### config.mk
export PLATFORM = sky130hd
export DESIGN_NAME = gn2t_front
export DESIGN_NICKNAME = d
export VERILOG_FILES = /design/src/hw/rtl/gn2t_pkg.sv /design/src/hw/rtl/gn2t_front.sv
export SDC_FILE = /design/constraint.sdc
export NUM_CORES = 1
export LEC_CHECK = 0
export BUFFER_PORTS_ARGS = -buffer_cell sky130_fd_sc_hd__buf_2
export CORE_ASPECT_RATIO = 0.8
export CORE_MARGIN = 10
export CORE_UTILIZATION = 47
export CTS_CLUSTER_DIAMETER = 150
export DETAILED_ROUTE_END_ITERATION = 8
export PLACE_DENSITY = 0.79
export SLEW_MARGIN = 20
export SYNTH_ARGS = -nofsm -noshare
export SYNTH_HDL_FRONTEND = slang
export SYNTH_SLANG_ARGS = --single-unit
export TNS_END_PERCENT = 5
### constraint.sdc
create_clock -name clk_i -period 7.87 [get_ports clk_i]
set_input_delay 1.1805 -clock clk_i [delete_from_list [all_inputs] [get_ports clk_i]]
set_output_delay 1.1805 -clock clk_i [all_outputs]
set_load 0.005 [all_outputs]
### src/hw/rtl/gn2t_pkg.sv
// ============================================================================
// gn2t_pkg
// Shared types, constants and helpers for the 2D gradient noise block.
// ============================================================================
package gn2t_pkg;

  localparam int unsigned TABLE_SIZE_DEF = 256;
  localparam int unsigned GRAD_BITS_DEF  = 16;

  localparam int unsigned CMD_W       = 2;
  localparam int unsigned COORD_W     = 32;
  localparam int unsigned VAL_W       = 20;
  localparam int unsigned IN_TDATA_W  = 144;
  localparam int unsigned OUT_TDATA_W = 24;
  localparam int unsigned PERM_W      = 8;
  localparam int unsigned QUEUE_DEPTH = 2;

  // datapath widths
  localparam int unsigned MUL_W  = 33;
  localparam int unsigned PROD_W = 2 * MUL_W;
  localparam int unsigned NV_W   = 48;
  localparam int unsigned SUM_W  = 40;
  localparam int unsigned DIV_W  = 48;
  localparam int unsigned CNT_W  = $clog2(DIV_W);

  localparam int unsigned ONE_Q16  = 65536;
  localparam int unsigned HALF_Q16 = 32768;
  localparam int unsigned SMOOTH_K = 3 * ONE_Q16;

  localparam logic signed [NV_W-1:0] OUT_MAX = NV_W'(524287);
  localparam logic signed [NV_W-1:0] OUT_MIN = -NV_W'(524288);

  typedef enum logic [CMD_W-1:0] {
    CMD_LOAD_PERM = 2'd0,
    CMD_LOAD_GRAD = 2'd1,
    CMD_NOISE     = 2'd2,
    CMD_TURB      = 2'd3
  } cmd_e;

  typedef struct packed {
    cmd_e                cmd;
    logic [7:0]          entry_index;
    logic [PERM_W-1:0]   perm_value;
    logic signed [15:0]  grad_x;
    logic signed [15:0]  grad_y;
    logic [COORD_W-1:0]  coord_x;
    logic [COORD_W-1:0]  coord_y;
    logic [COORD_W-1:0]  start_freq;
  } item_t;

  typedef enum logic [4:0] {
    ST_IDLE, ST_TMX, ST_TMY, ST_TXY,
    ST_P0, ST_P1, ST_P2, ST_P3, ST_P4, ST_P5, ST_P6,
    ST_GADR, ST_GMX, ST_GMY, ST_GSUM,
    ST_SX1, ST_SX2, ST_SX3, ST_SY1, ST_SY2, ST_SY3,
    ST_BA, ST_BB, ST_BC, ST_BD, ST_BE,
    ST_DIV, ST_ACC, ST_DONE
  } state_e;

  function automatic logic [VAL_W-1:0] sat_val(input logic signed [NV_W-1:0] v);
    logic signed [NV_W-1:0] r;
    r = v;
    if (v > OUT_MAX) r = OUT_MAX;
    if (v < OUT_MIN) r = OUT_MIN;
    return r[VAL_W-1:0];
  endfunction

endpackage

### src/hw/rtl/gn2t_front.sv
// ============================================================================
// gn2t_front
// Input side: decodes the command kind, unpacks the item and queues it.
// ============================================================================
module gn2t_front
  import gn2t_pkg::*;
(
  input  logic                  clk_i,
  input  logic                  rst_ni,
  input  logic                  s_valid_i,
  output logic                  s_ready_o,
  input  logic [IN_TDATA_W-1:0] s_data_i,
  input  logic [CMD_W-1:0]      s_user_i,
  output logic                  head_valid_o,
  output item_t                 head_o,
  input  logic                  pop_i
);

  localparam int unsigned PTR_W = $clog2(QUEUE_DEPTH);

  item_t            slot_q [QUEUE_DEPTH];
  logic [PTR_W-1:0] wr_ptr_q, rd_ptr_q;
  logic [PTR_W:0]   count_q;
  item_t            item;
  logic             push, pop;

  always_comb begin
    item.cmd         = cmd_e'(s_user_i);
    item.entry_index = s_data_i[7:0];
    item.perm_value  = s_data_i[15:8];
    item.grad_x      = s_data_i[31:16];
    item.grad_y      = s_data_i[47:32];
    item.coord_x     = s_data_i[79:48];
    item.coord_y     = s_data_i[111:80];
    item.start_freq  = s_data_i[143:112];
  end

  assign s_ready_o    = (count_q != (PTR_W+1)'(QUEUE_DEPTH));
  assign push         = s_valid_i && s_ready_o;
  assign pop          = pop_i && head_valid_o;
  assign head_valid_o = (count_q != '0);
  assign head_o       = slot_q[rd_ptr_q];

  always_ff @(posedge clk_i) begin
    if (push) begin
      slot_q[wr_ptr_q] <= item;
    end
  end

  always_ff @(posedge clk_i or negedge rst_ni) begin
    if (!rst_ni) begin
      wr_ptr_q <= '0;
      rd_ptr_q <= '0;
      count_q  <= '0;
    end else begin
      if (push) wr_ptr_q <= wr_ptr_q + PTR_W'(1);
      if (pop)  rd_ptr_q <= rd_ptr_q + PTR_W'(1);
      case ({push, pop})
        2'b10:   count_q <= count_q + (PTR_W+1)'(1);
        2'b01:   count_q <= count_q - (PTR_W+1)'(1);
        default: count_q <= count_q;
      endcase
    end
  end

`ifndef SYNTH
  a_count_bound: assert property (@(posedge clk_i) disable iff (!rst_ni)
    count_q <= (PTR_W+1)'(QUEUE_DEPTH))
    else $error("queue count overflow");
  a_no_pop_empty: assert property (@(posedge clk_i) disable iff (!rst_ni)
    (count_q == '0 && !push) |=> (count_q == '0))
    else $error("queue count moved without a transaction");
`endif

endmodule

==> impl_results.md, run 1 <==
* Fmax at 262 MHz
* Max cap viols at 0
* H-tree Lvls at 1
* Net count reported at finish at 940
* Number of global-route vias before repair at 5936
* Avg Inst Size Synth at 22.9 um2
* Postcts setup bufs at 0
* Initial Util at 0.479
* CTS tree: done
* Mapped Cells at 471
* Port bufs at 297
* Post-synthesis cell type count at 14
* Clock Root Buffer: clkbuf_16
* # hold bufs at CTS at 0
* Sink Count at 296
* Worst-margin pin slew at 0.897 ns
* Leak at 0.00502 uW
* CP Capture Type: output port
* Die area at 0.0294 mm2
* Routed wire length at 22700 um
* Skew final at 0.00824 ns
* Synth top area cells: edfxtp_1 81%, mux2_2 15%, buf_6 1.6%, dfrtp_1 0.93%, xnor2_1 0.24%
* Drt drc at 0
* Leading area contributor after synthesis: edfxtp_1
* Worst skew pair latency at 0.53 ns
* Clk buf depth at 3
* Fin crit share at 0.485
* Crit-path max FO at 53
* HPWL after DPL at 15500 um
* Global-route wire length before repair at 34100 um
* Chip height at 155 um
* Reg-to-reg startpoint: count_q[0]
* Top-area cell type share of the netlist area at 0.813
* Synth Warn # at 0
* Worst-path clk slew at 0.06 ns
* CP Launch Type: flop
* Arrival @ worst endpoint at 2.64 ns
* Hold Fails Final Rpt at 0
* Yosys reg bits at 296
* Run status: finished clean
* Total number of vias at 5442
* Setup TNS at 0 ns
* Fin. max-slew vios at 0
* CORE AREA at 0.0225 mm2
* Largest net degree at the start of global routing at 64
* CP startpoint: rd_ptr_q
* Non-Filler Instances at 1122
* Net Count, Synth at 622
* Crit Path Category: flop to output port
* Cell count after placement at 1064
* Die Wd at 189 um
* Resized cells post-CTS at 0
* Final min period at 3.82 ns
* Vias per cell at 4.85
* Final setup fails at 0
* RSZ-0062 raised after global routing: no
* Critical Path RT at 6.69 ns
* VDD IR-drop max at 253 uV
* Gpl congestion at 0.728
* Power per cell area at 361 mW/mm2
* Routed len/inst at 20.2 um
* Share of layout cells above drive strength 1 at 0.612
* # rows at 49
* Post-Syn Area at 0.0108 mm2
* Max_slew headroom at 0.400
* DR pass1 iterations at 4
* Post-layout util at 0.598
* Gr ovfl total at 0
* Hold Path Class: input port to async pin
* DRT antenna net count at 0
* Antenna violations before repair at 6
* Sequential fraction of the synthesis area at 0.823
* DR iter-0 viols at 221
* I/O pins at 298
* Filler cell count in the final layout at 1665
* Num CTS Buffers at 29
* Synth-to-layout area growth at 24.7%
* Global-route total usage across every layer at 0.147
-- flip-flops by register name, summed over array words and instances, names as in the netlist --
signal / cells
wr_ptr_q: 1
count_q: 2
slot_q: 292
rd_ptr_q: 1
-- where the power goes --
part / internal [uW] / switching [uW] / total, uW / leakage, uW
clock: 739 / 551 / 1290 / 0.000445
combinational: 631 / 656 / 1290 / 0.00181
sequential: 2160 / 116 / 2270 / 0.00276
total: 3530 / 1320 / 4850 / 0.00502
-- final cells by class --
class / instances / area, um2 / share of cell area
clock buffer: 33 / 741 / 0.0551
tap: 306 / 383 / 0.0285
clock inverter: 20 / 153 / 0.0114
antenna: 5 / 12.5 / 0.000931
sequential: 296 / 8870 / 0.660
multi-input combinational: 159 / 1750 / 0.130
timing repair buffer: 303 / 1530 / 0.114
-- path summary, 6_finish.rpt --
kind                                  end  slack, ns  cells past startpoint
min reg2reg                    count_q[1]       0.50                      1
max in group asynchronous        rd_ptr_q       7.28                      1
max reg2reg                slot_q[0][143]       5.23                      4
min in group clk_i             count_q[1]       0.50                      1
max                            head_o[33]       4.05                      3
min                            count_q[1]       0.45                      1
-- synth_stat cells --
library cell	instances
nor2_1	2
mux2_2	146
edfxtp_1	292
xnor2_1	3
nand2_1	1
and2_4	1
or2_2	1
xor2_1	2
buf_6	15
dfrtp_1	4
buf_2	1
and3_1	1
ha_1	1
nand2b_1	1
-- metrics by stage --
| step | power (uW) | hold WS [ns] | worst slack [ns] | instance area, um2 |
|---|---|---|---|---|
| 6_report | 4850 | 0.450 | 4.05 | 13400 |
| 5_1_grt | 5100 | 0.429 | 3.92 | 13400 |
| 4_1_cts | 4930 | 0.419 | 4.00 | 13400 |
| 3_5_place_dp | 3630 | 0.489 | 4.48 | 12500 |
| 3_3_place_gp | 3600 | 0.476 | 4.50 | 12500 |
| 2_1_floorplan | 3130 | 0.456 | 2.35 | 10800 |
-- cells in the final DEF (no fill, tap or decap), drive strengths merged --
cell type  instances
xor2               2
clkinv            18
nor2               2
ha                 1
nand2b             1
clkbuf            33
edfxtp           292
and3               1
or2                1
mux2             146
diode              5
and2               1
bufinv             2
nand2              1
xnor2              3
dfrtp              4
buf              303
-- logic make-up after synthesis --
family / synth area share
xor gates and xnor gates: 0.00406
adders and majority gates: 0.00116
buffers and inverters: 0.0161
DFF: 0.823
muxes: 0.152
and+or+nand+nor: 0.00360
-- metal layers --
layer,vias up,share of wire,track usage
li1,2521,-,-
met1,2680,0.38,0.165
met2,200,0.51,0.259
met3,39,0.087,0.0532
met4,2,0.026,0.0411
met5,-,0.00088,0
-- critical path, cell delays in order (launching register included) --
cell and delay, ns:
dfrtp_4 0.78, buf_4 0.67, mux2_2 0.43, buf_2 0.14
Note: power is estimated with default switching activity, not from simulation.
==> run 2: changes to the inputs <==
==> constraint.sdc (replaced) <==
create_clock -name clk_i -period 3.1 [get_ports clk_i]
set_input_delay 0.465 -clock clk_i [delete_from_list [all_inputs] [get_ports clk_i]]
set_output_delay 0.465 -clock clk_i [all_outputs]
set_load 0.005 [all_outputs]
==> run 2 against run 1 <==
  * Global-route usage up 0.051 points
  * Total power rose to 2.6 times the previous value
  * Core utilization up 0.37 points
  * Critical path depth unchanged
  * First-iteration DRC count up 49%
  * Routed wire length up 0.64%
  * Die area unchanged
  * Combinational power rose to 2.7 times the previous value
  * Sequential cell count unchanged
  * Largest power group unchanged
  * Non-clock buffer count up 4
==> impl_results.md, run 2 (synthesis results as in run 1) <==
* Reg-to-reg endpoint: slot_q[1][41]
* Commonest non-fill, non-tap cell in the layout: buf_2
* Gpl congestion at 0.717 (-1.5%)
* Arrival @ worst endpoint at 2.05 ns (-0.59 ns)
* Skew final at 0.0124 ns (+0.00414 ns)
* Worst slack at placement at 1.15 ns (-3.33 ns)
* Largest regs: slot_q x292, count_q x2
* DRT antenna net count at 0 (unchanged)
* Post-route worst setup slack at 0.586 ns (-3.47 ns)
* CP startpoint: rd_ptr_q
* Postcts setup bufs at 0 (unchanged)
* Number of global-route vias before repair at 5925 (-0.19%)
* Initial Util at 0.479 (unchanged)
* Crit Path Category: flop to output port
* Antenna violations before repair at 2 (-4)
* I/O pins at 298 (unchanged)
* DR iter-0 viols at 330 (+49%)
* Most frequent cells in the layout: 297 x buf_2, 292 x edfxtp_1, 146 x mux2_2
* Reg2reg setup slack at 1.17 ns (-4.06 ns)
* CTS tree: done
* Largest register FFs at 292 (unchanged)
* Global-route wire length before repair at 34500 um (+1.1%)
* WL met2 at 11200 um (-2.7%)
* RSZ-0062 raised after global routing: no
* # rows at 49 (unchanged)
* Net count reported at finish at 944 (+0.43%)
* Fmax at 398 MHz
* Sink Count at 296 (unchanged)
* Resized cells post-CTS at 0 (unchanged)
* Global-route total usage across every layer at 0.147 (+0.000508)
* Clock Root Buffer: clkbuf_16
* Share of layout cells above drive strength 1 at 0.610 (-0.00177)
* CORE AREA at 0.0225 mm2 (unchanged)
* Wire length on met1 at 9090 um (+6.7%)
* Top Metal Used: met5
* Setup TNS at 0 ns (unchanged)
* Worst skew pair latency at 0.53 ns (about the same)
* Power per cell area at 915 mW/mm2 (+150%)
* Cells on worst reg2reg path at 3 (-1)
* Worst-path clk slew at 0.06 ns (about the same)
* Die area at 0.0294 mm2 (unchanged)
* CP Capture Type: output port
* Routed wire length at 22800 um (+0.64%)
* Crit-path max FO at 50 (-5.7%)
* Fin crit share at 0.811
* Hold Fails Final Rpt at 0 (unchanged)
* Routed len/inst at 20.3 um (+0.64%)
* Reg-to-reg startpoint: count_q[0]
* Max cap viols at 0 (unchanged)
* Hold Path Class: input port to flop
* Final Instance Area at 0.0135 mm2 (+0.61%)
* Drt drc at 0 (unchanged)
* Num CTS Buffers at 29 (unchanged)
* Placement Cell Area at 0.0126 mm2 (+0.80%)
* Critical Path RT at 2.63 ns (-4.06 ns)
* Max_slew headroom at 0.500 (+0.100)
* Clk buf depth at 3 (unchanged)
* Synth-to-layout area growth at 25.5%
* Gr ovfl total at 0 (unchanged)
* Final setup fails at 0 (unchanged)
* Total number of vias at 5469 (+0.50%)
* Final min period at 2.51 ns
* Port bufs at 297 (unchanged)
* DR WL met3 at 1960 um (-0.25%)
* Leak at 0.00505 uW (+0.59%)
* Vias per cell at 4.87 (+0.50%)
* Chip height at 155 um (unchanged)
* VDD IR-drop max at 567 uV (+120%)
* CP Capture Point: head_o[117]
* CP Launch Type: flop
* HPWL after DPL at 15800 um (+2.1%)
* DR pass1 iterations at 4 (unchanged)
* Worst-margin pin slew at 0.750 ns (-0.148 ns)
* # hold bufs at CTS at 1 (+1)
* Largest net degree at the start of global routing at 55 (-14%)
* Largest Register: slot_q
* Fin. max-slew vios at 0 (unchanged)
* Die Wd at 189 um (unchanged)
* Run status: finished clean
* H-tree Lvls at 1 (unchanged)
[run 2: cell types whose count changed in the layout (fill, tap and decap cells not counted), sizes merged]
cell,change
clkinvlp,+1
inv,+1
buf,+3
dlygate4sd3,+1
clkbuf,+7
bufinv,-1
diode,-4
clkinv,-8
[run 2: critical path: stages (launching register included)]
cell,delay (ns)
dfrtp_4,0.63
buf_12,0.30
mux2_2,0.39
buf_2,0.14
[run 2: worst min-delay path by stage]
stage	startpoint	to	slack, ns	depth (start not counted)
after global routing	s_data_i[141]	slot_q[0][29]	0.09	1
after CTS	s_data_i[22]	slot_q[0][118]	0.09	1
final	s_data_i[128]	slot_q[0][16]	0.11	1
after floorplan	rst_ni	count_q[0]	0.17	0
after detailed placement	rst_ni	rd_ptr_q	0.28	1
after global placement	rst_ni	wr_ptr_q	0.28	1
[run 2: layout make-up]
| type | count | area (um2) |
|---|---|---|
| fillers | 1638 | 8970 |
| flip-flops and latches | 296 | 8870 |
| multi-input cells | 159 | 1770 |
| repair buffers | 307 | 1630 |
| clock buffers | 40 | 787 |
| well taps | 306 | 383 |
| clock inverters | 13 | 88.8 |
| diodes | 1 | 2.50 |
[run 2: routing by layer]
layer / global-route usage / vias to the layer above
met4: 0.0351 / 2
li1: - / 2535
met2: 0.249 / 215
met1: 0.178 / 2683
met3: 0.0518 / 34
met5: 0 / -
[run 2: power by group]
part	leakage (uW)	switching, uW	internal, uW	total [uW]
combinational	0.00186	1740	1700	3440
clock	0.000426	1350	1850	3200
sequential	0.00276	260	5470	5730
[run 2: per-stage QoR]
step                      utilization  hold WS, ns  total power (uW)  std cells
after floorplan                     -        0.169              7900        471
after global placement          0.562        0.279              9270       1067
after detailed placement        0.562        0.280              9340       1067
after CTS                       0.601       0.0874             12600       1121
after global routing            0.601       0.0891             13000       1122
final                           0.601        0.115             12400       1122
==> run 3: changes to the inputs <==
==> constraint.sdc (replaced) <==
create_clock -name clk_i -period 2.2 [get_ports clk_i]
set_input_delay 0.33 -clock clk_i [delete_from_list [all_inputs] [get_ports clk_i]]
set_output_delay 0.33 -clock clk_i [all_outputs]
set_load 0.005 [all_outputs]
==> run 3 against run 2 <==
  * Global-route usage increased by 1.8 points
  * Core utilization is 7.1 points higher
  * Design area is 12% higher
==> impl_results.md, run 3 (synthesis results as in run 1) <==
* Non-Filler Instances at 1274 (+14%)
* Largest net degree at the start of global routing at 95 (+73%)
* Chip height at 155 um (unchanged)
* VDD IR-drop max at 760 uV (+34%)
* Sink Count at 296 (unchanged)
* Largest regs: slot_q x292, count_q x2
* Synth-to-layout area growth at 40.2%
* Multi-input logic area at 0.00177 mm2 (+0.43%)
* Fin crit share at 0.990
* CP Launch Type: flop
* I/O pins at 298 (unchanged)
* Share of layout cells above drive strength 1 at 0.518 (-0.0917)
* Net count reported at finish at 1095 (+16%)
* Gpl congestion at 0.753 (+5.0%)
* Clk buf depth at 3 (unchanged)
* Die Wd at 189 um (unchanged)
* Hold Fails Final Rpt at 0 (unchanged)
* Initial Util at 0.479 (unchanged)
* Skew final at 0.0121 ns (-0.000271 ns)
* CTS tree: done
* Final min period at 2.18 ns
* Power per cell area at 1190 mW/mm2 (+30%)
* Placement Cell Area at 0.0127 mm2 (+0.24%)
* Final Instance Area at 0.0151 mm2 (+12%)
* Worst-path clk slew at 0.06 ns (about the same)
* Routed len/inst at 20.6 um (+1.4%)
* Global-route total usage across every layer at 0.166 (+0.0183)
* Max_slew headroom at 0.649 (+0.149)
* Register Area at 0.00887 mm2 (unchanged)
* DRT antenna net count at 0 (unchanged)
* Commonest non-fill, non-tap cell in the layout: buf_2
* Post-layout util at 0.672 (+0.0708)
* Largest register FFs at 292 (unchanged)
* Fmax at 459 MHz
* Die area at 0.0294 mm2 (unchanged)
* Vias per cell at 4.83 (-1.0%)
* DR iter-0 viols at 301 (-8.8%)
* Gr ovfl total at 0 (unchanged)
* Crit Path Category: flop to output port
* # rows at 49 (unchanged)
* Crit-path max FO at 23 (-54%)
* Worst-margin pin slew at 0.526 ns (-0.224 ns)
* Max cap viols at 0 (unchanged)
* Setup TNS at 0 ns (unchanged)
* Filler cell count in the final layout at 1487 (-9.2%)
* Total number of vias at 6148 (+12%)
* Num CTS Buffers at 28 (-3.4%)
* Run status: finished clean
* Overall power at 18000 uW (+46%)
* Cell count after placement at 1066 (-0.094%)
* Worst skew pair latency at 0.53 ns (about the same)
* RSZ-0062 raised after global routing: yes
* CP Capture Type: output port
* Leak at 0.00572 uW (+13%)
* Clock Root Buffer: clkbuf_16
* DR pass1 iterations at 4 (unchanged)
* H-tree Lvls at 1 (unchanged)
* Drt drc at 0 (unchanged)
* Largest Register: slot_q
* HPWL after DPL at 15600 um (-1.5%)
* Number of global-route vias before repair at 6718 (+13%)
* Critical Path RT at 1.87 ns (-0.76 ns)
* CORE AREA at 0.0225 mm2 (unchanged)
* Most frequent cells in the layout: 297 x buf_2, 292 x edfxtp_1, 146 x dlygate4sd3_1
* Fin. max-slew vios at 0 (unchanged)
* Hold Path Class: input port to flop
* Antenna violations before repair at 3 (+1)
* Routed wire length at 26300 um (+15%)
* Port bufs at 297 (unchanged)
* Global-route wire length before repair at 38700 um (+12%)
* Final setup fails at 0 (unchanged)
* Arrival @ worst endpoint at 1.85 ns (-0.20 ns)
-- run 3: changes by cell type in the layout (fill, tap and decap cells not counted), moves of 2 or more --
| cell | delta |
|---|---|
| buf_12 | +2 |
| buf_16 | +3 |
| clkbuf_16 | +3 |
| clkbuf_8 | -2 |
| clkinv_1 | +3 |
| diode_2 | +2 |
| dlygate4sd3_1 | +145 |
| mux2_2 | -2 |
| mux2_4 | +2 |
-- run 3: report_power, final --
group          switching (uW)  leakage [uW]  internal, uW
Clock                    1910      0.000400          2390
Combinational            2770       0.00256          2910
Sequential                322       0.00276          7710
Total                    5000       0.00572         13000
-- run 3: area by class of cell --
class | instances | share of cell area
timing repair buffer | 459 | 0.216
clock buffer | 37 | 0.0500
sequential | 296 | 0.587
clock inverter | 14 | 0.00389
multi-input combinational | 159 | 0.117
antenna | 3 | 0.000497
tap | 306 | 0.0253
-- run 3: per-layer routing --
metal	GRT usage	vias up	routed length, um
met5	0	-	0
met2	0.299	227	13800
met3	0.0512	44	1930
met1	0.187	3047	9880
li1	-	2830	-
met4	0.0419	0	693
-- run 3: worst paths after layout --
kind | startpoint | end | slack [ns] | cells after the start
min reg2reg | count_q[1] | count_q[1] | 0.55 | 1
max reg2reg | count_q[0] | slot_q[0][115] | 0.52 | 4
max | rd_ptr_q | head_o[122] | 0.02 | 4
min | s_data_i[16] | slot_q[1][112] | 0.03 | 1
max in group asynchronous | rst_ni | rd_ptr_q | 1.88 | 2
min in group asynchronous | rst_ni | rd_ptr_q | 0.19 | 2
-- run 3: critical path, cell delays in order, from the launching register on --
cell and delay, ns:
dfrtp_4 0.47, buf_4 0.15, clkbuf_16 0.20, mux2_2 0.35, buf_2 0.13
-- run 3: through the flow --
step / worst slack, ns / hold slack, ns
floorplan: -0.987 / 0.0344
global placement: 0.538 / 0.144
detailed placement: 0.526 / 0.147
CTS: -0.0371 / 0.0139
global route: -0.0466 / 0.0143
finish: 0.0221 / 0.0288
-- run 3: what timing repair did --
action,in CTS,in global routing
hold endpoints to repair,294,0
hold buffers,146,0
endpoints found under the setup margin,64,94
resized for setup,2,5
buffers inserted,0,4
cloned,0,4
